`src/apsat_pkg.sv`:
```
// ----------------------------------------------------------------------------
// apsat_pkg: shared types and codes of the AP / station association table
// Command and result transaction types, operation and status codes, and the
// classified job record that travels from the front end to the table engine.
// ----------------------------------------------------------------------------
package apsat_pkg;

	localparam int DEFAULT_MAX_APS  = 16;
	localparam int DEFAULT_MAX_STAS = 8;

	localparam logic [7:0] NO_CHANNEL = 8'd255;

	// operation codes
	localparam logic [1:0] OP_BEACON = 2'd0;
	localparam logic [1:0] OP_DATA   = 2'd1;
	localparam logic [1:0] OP_READ   = 2'd2;
	localparam logic [1:0] OP_CLEAR  = 2'd3;

	// DS status codes
	localparam logic [1:0] DS_TO   = 2'd1;
	localparam logic [1:0] DS_FROM = 2'd2;

	// result status codes
	localparam logic [3:0] ST_AP_NEW    = 4'd0;
	localparam logic [3:0] ST_AP_UPD    = 4'd1;
	localparam logic [3:0] ST_STA_NEW   = 4'd2;
	localparam logic [3:0] ST_STA_UPD   = 4'd3;
	localparam logic [3:0] ST_FULL      = 4'd4;
	localparam logic [3:0] ST_IGNORED   = 4'd5;
	localparam logic [3:0] ST_READ_OK   = 4'd6;
	localparam logic [3:0] ST_BAD_INDEX = 4'd7;
	localparam logic [3:0] ST_CLEARED   = 4'd8;

	typedef struct packed {
		logic [1:0]        operation;
		logic [47:0]       addr_one;
		logic [47:0]       addr_two;
		logic [47:0]       addr_three;
		logic [1:0]        ds_bits;
		logic signed [7:0] rssi;
		logic [7:0]        channel;
		logic [5:0]        ssid_length;
		logic              rsn_present;
		logic [3:0]        read_index;
	} cmd_t;

	typedef struct packed {
		logic [3:0]        status;
		logic [3:0]        ap_slot;
		logic [2:0]        sta_slot;
		logic [4:0]        ap_total;
		logic [47:0]       entry_bssid;
		logic [7:0]        entry_channel;
		logic signed [7:0] entry_rssi;
		logic [3:0]        entry_sta_total;
	} result_t;

	typedef enum logic [2:0] {
		JOB_IGNORE = 3'd0,
		JOB_BEACON = 3'd1,
		JOB_DATA   = 3'd2,
		JOB_READ   = 3'd3,
		JOB_CLEAR  = 3'd4
	} job_kind_t;

	typedef struct packed {
		job_kind_t         kind;
		logic [47:0]       ap_mac;
		logic [47:0]       sta_mac;
		logic signed [7:0] rssi;
		logic [7:0]        channel;
		logic              new_ok;
		logic [3:0]        read_index;
	} job_t;

endpackage

```
`src/apsat_front.sv`:
```
// ----------------------------------------------------------------------------
// apsat_front: command intake and classification
// Decodes each command transaction into a job (AP and station keys picked
// from the DS bits, ignore cases resolved) and queues it for the engine.
// ----------------------------------------------------------------------------
module apsat_front
	import apsat_pkg::*;
(
	input  logic clk,
	input  logic arst_n,
	input  logic start,
	output logic busy,
	input  cmd_t cmd,
	output logic job_valid,
	input  logic job_pop,
	output job_t job
);

	localparam int Q_DEPTH = 2;
	localparam int PTR_W   = $clog2(Q_DEPTH);
	localparam int FILL_W  = $clog2(Q_DEPTH + 1);

	job_t              queue_q [Q_DEPTH];
	logic [PTR_W-1:0]  wr_ptr_q;
	logic [PTR_W-1:0]  rd_ptr_q;
	logic [FILL_W-1:0] fill_q;
	job_t              new_job;
	logic              push;

	always_comb begin
		new_job            = '0;
		new_job.kind       = JOB_IGNORE;
		new_job.rssi       = cmd.rssi;
		new_job.channel    = cmd.channel;
		new_job.new_ok     = (cmd.channel != NO_CHANNEL) && cmd.rsn_present;
		new_job.read_index = cmd.read_index;
		case (cmd.operation)
			OP_BEACON: begin
				new_job.ap_mac = cmd.addr_three;
				new_job.kind   = (cmd.ssid_length == 6'd0) ? JOB_IGNORE : JOB_BEACON;
			end
			OP_DATA: begin
				if (cmd.ds_bits == DS_TO) begin
					new_job.kind    = JOB_DATA;
					new_job.ap_mac  = cmd.addr_one;
					new_job.sta_mac = cmd.addr_two;
				end else if (cmd.ds_bits == DS_FROM) begin
					new_job.kind    = JOB_DATA;
					new_job.ap_mac  = cmd.addr_two;
					new_job.sta_mac = cmd.addr_three;
				end
			end
			OP_READ:  new_job.kind = JOB_READ;
			OP_CLEAR: new_job.kind = JOB_CLEAR;
			default:  new_job.kind = JOB_IGNORE;
		endcase
	end

	assign busy      = (fill_q == FILL_W'(Q_DEPTH));
	assign push      = start && !busy;
	assign job_valid = (fill_q != '0);
	assign job       = queue_q[rd_ptr_q];

	always_ff @(posedge clk) begin
		if (push) begin
			queue_q[wr_ptr_q] <= new_job;
		end
	end

	always_ff @(posedge clk or negedge arst_n) begin
		if (!arst_n) begin
			wr_ptr_q <= '0;
			rd_ptr_q <= '0;
			fill_q   <= '0;
		end else begin
			if (push) begin
				wr_ptr_q <= wr_ptr_q + PTR_W'(1);
			end
			if (job_pop && job_valid) begin
				rd_ptr_q <= rd_ptr_q + PTR_W'(1);
			end
			if (push && !(job_pop && job_valid)) begin
				fill_q <= fill_q + FILL_W'(1);
			end else if (!push && job_pop && job_valid) begin
				fill_q <= fill_q - FILL_W'(1);
			end
		end
	end

endmodule

```
`config.mk`:
```
export PLATFORM = sky130hd
export DESIGN_NAME = apsat_front
export DESIGN_NICKNAME = d
export VERILOG_FILES = /design/src/apsat_pkg.sv /design/src/apsat_front.sv
export SDC_FILE = /design/constraint.sdc
export NUM_CORES = 1
export LEC_CHECK = 0
export ABC_CLOCK_PERIOD_IN_PS = 7650
export BUFFER_PORTS_ARGS = -buffer_cell sky130_fd_sc_hd__buf_2
export CAP_MARGIN = 15
export CORE_UTILIZATION = 52
export DETAILED_ROUTE_END_ITERATION = 7
export PLACE_DENSITY = 0.8
export SLEW_MARGIN = 20
export SYNTH_ARGS = -nofsm -noshare
export SYNTH_HDL_FRONTEND = slang
export SYNTH_SLANG_ARGS = --single-unit
```
`constraint.sdc`:
```
create_clock -name clk -period 7.65 [get_ports clk]
set_clock_uncertainty 0.05 [all_clocks]
set_input_delay 1.1475 -clock clk [delete_from_list [all_inputs] [get_ports clk]]
set_output_delay 1.1475 -clock clk [all_outputs]
set_load 0.02 [all_outputs]
```
Word-level counts from Yosys, hierarchy flattened
Memories as Yosys holds them, arrays and structs flattened.
Index checks and enable logic that the tools add are counted.
{"block": "totals", "ff_bits": 4, "ram_bits": 240, "word_cells": 38, "memories": 1}
{"block": "classes", "addsub": 4, "eq_ne": 7, "muxes": 10, "n_reduce_logical": 13}
{"name": "queue_q", "depth": 2, "width": 120, "read_ports": 1, "rd_clocked_by_memory_dff": 0, "write_ports": 1, "line": "apsat_front.sv:23", "rtl": "job_t queue_q [Q_DEPTH];"}
{"op": "99-bit 2-to-1 mux", "n": 1}
{"op": "98-bit 2-to-1 mux", "n": 1}
{"op": "48-bit case mux with 2 select lines", "n": 1}
{"op": "48-bit 2-to-1 mux", "n": 1}
{"op": "3-bit case mux with 4 select lines", "n": 1}
{"op": "2-bit equality test, second input constant", "n": 4}
{"op": "8-bit != test, second input constant", "n": 1}
{"op": "1-bit logical AND", "n": 6}
{"op": "6-bit zero test", "n": 1}
{"op": "2-bit by 1-bit equality test with 1-bit output, second input constant", "n": 2}
{"op": "2-bit 2-to-1 mux", "n": 2}
{"op": "2-bit nonzero test", "n": 2}
{"op": "1-bit zero test", "n": 3}
{"op": "1-bit 2-to-1 mux", "n": 3}
{"op": "1-bit adder, second input constant", "n": 2}
{"op": "2-bit by 1-bit adder with 2-bit output, second input constant", "n": 1}
{"op": "2-bit zero test", "n": 1}
{"op": "2-bit by 1-bit subtractor with 2-bit output, second input constant", "n": 1}

Longest topological paths before layout
{"block": "logic_depth", "ltp_word": 8, "mapped_depth": 8}

Least setup slack after synthesis
No wires, ideal clock.
{"block": "synth_path", "path_kind": "input -> register", "startpoint": "input port start", "endpoint": "memory queue_q[0][0] (netlist name), enable pin", "setup_ps": 600, "t_arrival_ps": 6209, "path_slack_ps": 791, "path_stages": 2, "n_path_buf": 0, "cell_sequence": "nand2_1 -> nor2_1"}
{"block": "synth_via", "elab_chain_len": 3}
{"item": "from (decl)", "line": "apsat_front.sv:11", "rtl": "input logic start,"}
{"item": "1-bit logical AND", "line": "apsat_front.sv:60", "rtl": "assign push = start && !busy;"}
{"item": "1-bit 2-to-1 mux", "line": "apsat_front.sv:65", "rtl": "if (push) begin"}
{"item": "1-bit 2-to-1 mux (implied by the code)", "line": "apsat_front.sv:66", "rtl": "queue_q[wr_ptr_q] <= new_job;"}
{"item": "to (decl)", "line": "apsat_front.sv:23"}
Every way passes these cells.

==> flow_metrics.py <==
metrics = {
    "sta": {
        "hold_viol": 0,
        "maxSlewViolCount": 0,
        "tightest_slew_ns": 1.113,
        "rsz0062_at_grt": "false",
        "finalSetupTns_ns": 0,
        "fin_crit_ns": 4.178,
        "max_clock_freq_mhz": 239.4,
        "min_period_over_period_pct": 54.61,
        "setup-violations-final": 0,
        "slew-limit-headroom_pct": 25.66,
    },
    "yosys": {
        "synth_area_per_cell_sq_um": 16.30,
        "ys_warn_count": 0,
        "yosysSeqAreaShare_pct": 69.71,
        "synth_area_leader_cell": "edfxtp_1",
        "synthTopCellsByArea": "edfxtp_1 (69%), mux2_2 (13%), a221o_1 (4.5%)",
        "ys_seq_elements": 244,
        "synth.distinct_cells": 33,
        "synth_top_area_share_pct": 68.76,
        "syn_nets": 824,
        "synthCells": 643,
        "netlist_area_sq_um": 10480,
    },
    "clock_network": {
        "postCtsSetupBuffers": 0,
        "cts_made_buffers": 25,
        "clk_latency_ns": 0.51,
        "ctsHoldBuffers": 0,
        "ctsResizeCount": 0,
        "htreeDepth": 1,
        "cts_root_buffer": "clkbuf_16",
        "cts_tree": "built",
        "cts_buffer_depth": 3,
        "cts_sinks": 244,
        "path_clk_slew_ns": 0.06,
    },
    "drt": {
        "drtIter0Drc": 421,
        "viasPerCell": 5.772,
        "via_count": 6984,
        "avgRoutedWirePerCell_um": 20.90,
        "ant_nets": 0,
        "remaining_drc_errors": 0,
        "totalWireLength_um": 25290,
        "dr.pass1.iters": 5,
    },
    "setup_path": {
        "cp_slowest_cell": "dfrtp_4",
        "required_ns": 6.45,
        "critical_path_class": "register to output port",
        "cp_max_fo": 61,
        "crit_buf_inv": 2,
        "crit_family": "buffers and inverters",
        "crit_arrival_ns": 2.98,
        "crit_chain": "buf_4 > mux2_2 > buf_2",
        "worstSetupEndpointType": "output port",
        "slowest_delay_ns": 0.96,
        "start_kind": "register",
    },
    "die": {
        "die_area_sq_um": 20730,
        "placementRows": 51,
        "die_h_um": 144.0,
        "start_util_pct": 53.50,
        "die_x_um": 144.0,
        "io_pins": 301,
        "core-area_sq_um": 19590,
    },
    "layout": {
        "fin_cells": 1210,
        "finalNetCount": 1109,
        "area_growth_pct": 23.15,
        "fin_area_sq_um": 12910,
        "drive_gt1_share_pct": 49.74,
        "antennaDiodeCount": 0,
    },
    "grt": {
        "grtUsageTotal_pct": 23.49,
        "antenna_found_initial": 3,
        "grt_max_degree": 99,
        "grt_overflow": 0,
        "grt_first_pass_wirelength_um": 36630,
        "grt_pass1_vias": 6966,
    },
    "flow_run": {
        "drv_cap": 0,
    },
    "run_status": {
        "status": "finished, final reports clean",
    },
    "power_and_ir_drop": {
        "power.density_nw_per_um2": 346.4,
        "leakage_nw": 5.144,
        "irDropWorstVdd_mv": 0.1895,
    },
    "placed_design": {
        "portBuffers": 300,
        "placed_cell_area_sq_um": 12150,
        "place_congestion": 0.8403,
        "place_hpwl_um": 16180,
        "placedCellCount": 1166,
    },
    "worst_hold_path": {
        "min_path_type": "input port to async pin",
    },
}
[stage by stage]
stage	setup WS (ns)	hold WS, ns	power, mW	util, %
after detailed placement	3.969	0.4958	3.368	62.00
after global routing	3.348	0.3682	4.654	65.89
after CTS	3.459	0.3653	4.504	65.89
after global placement	3.992	0.4876	3.354	62.00
after floorplan	0.7912	0.4102	2.912	-
final	3.472	0.3887	4.471	65.89
[report_power, final]
group	switching (mW)	total (mW)	internal [mW]
clock network	0.473	1.14	0.664
logic	0.862	1.42	0.555
registers	0.124	1.92	1.79
[routing by layer]
layer | wire, um | track usage [%] | vias to the layer above
met5 | 18 | 0 | -
met4 | 720 | 8.735 | 4
met3 | 2415 | 5.960 | 48
met2 | 12410 | 39.77 | 394
met1 | 9725 | 29.04 | 3379
li1 | - | - | 3159
[cells in the mapped netlist]
| library cell | n |
|---|---|
| buf_6 | 5 |
| mux2_2 | 120 |
| and3_1 | 48 |
| nor2b_4 | 1 |
| nor2b_1 | 2 |
| a311oi_1 | 1 |
| clkbuf_1 | 12 |
| and2_4 | 1 |
| buf_4 | 2 |
| or2_2 | 1 |
| nand2_1 | 3 |
| buf_2 | 30 |
| nor2_1 | 51 |
| nor3_1 | 1 |
| or2b_1 | 1 |
| nand2b_1 | 2 |
| o21ai_1 | 2 |
| o21ai_0 | 1 |
| ha_1 | 2 |
| a22oi_1 | 48 |
| dfrtp_1 | 4 |
| nand3b_1 | 1 |
| nand4_1 | 2 |
| xnor2_1 | 2 |
| o21a_1 | 1 |
| o211ai_1 | 1 |
| edfxtp_1 | 240 |
| a21oi_1 | 4 |
| nor4_1 | 1 |
| a221o_1 | 47 |
| inv_1 | 4 |
| and2_1 | 1 |
| nor3b_1 | 1 |
[logic make-up (layout without fill, tap and decap cells)]
kind of cell | after synthesis | in the layout | share of synthesized area, %
buf+inv | 53 | 355 | 2.686
simple gates | 117 | 117 | 5.814
flops | 244 | 244 | 69.71
mux | 120 | 120 | 12.89
compound gates | 105 | 105 | 8.488
xor+xnor | 2 | 2 | 0.1672
fa+ha+maj | 2 | 2 | 0.2387
[worst paths after layout]
path                       startpoint              to  slack (ns)  cells after the start
setup / recovery             rd_ptr_q         job[61]        3.47                      3
hold / removal                 arst_n        wr_ptr_q        0.39                      1
setup reg to reg            fill_q[0]  queue_q[1][64]        4.97                      3
hold reg to reg             fill_q[0]       fill_q[0]        0.51                      1
max in group asynchronous      arst_n        rd_ptr_q        7.02                      1
min in group clk            fill_q[0]       fill_q[0]        0.51                      1
[layout by cell type, fill, tap and decap left out, drive strengths merged, types with 2 or more instances in the layout]
| master | instances |
|---|---|
| buf | 307 |
| edfxtp | 240 |
| mux2 | 120 |
| nor2 | 51 |
| a22oi | 48 |
| and3 | 48 |
| a221o | 47 |
| clkbuf | 30 |
| clkinv | 11 |
| inv | 5 |
| a21oi | 4 |
| dfrtp | 4 |
| nand2 | 3 |
| o21ai | 3 |
| nor2b | 3 |
| nand4 | 2 |
| xnor2 | 2 |
| bufinv | 2 |
| nand2b | 2 |
| and2 | 2 |
| ha | 2 |
[layout make-up]
class / count / area, sq um
inverter: 4 / 15.01
timing repair buffer: 307 / 1554
clock buffer: 30 / 644.4
clock inverter: 14 / 116.4
fill: 1450 / 6683
sequential: 244 / 7311
tap: 265 / 331.6
multi-input combinational: 346 / 2935
[flip-flops by register name (all words and copies together) (netlist names)]
name,flops
queue_q,240
fill_q,2
rd_ptr_q,1
wr_ptr_q,1
No activity file was read; power rests on OpenSTA's default activity.
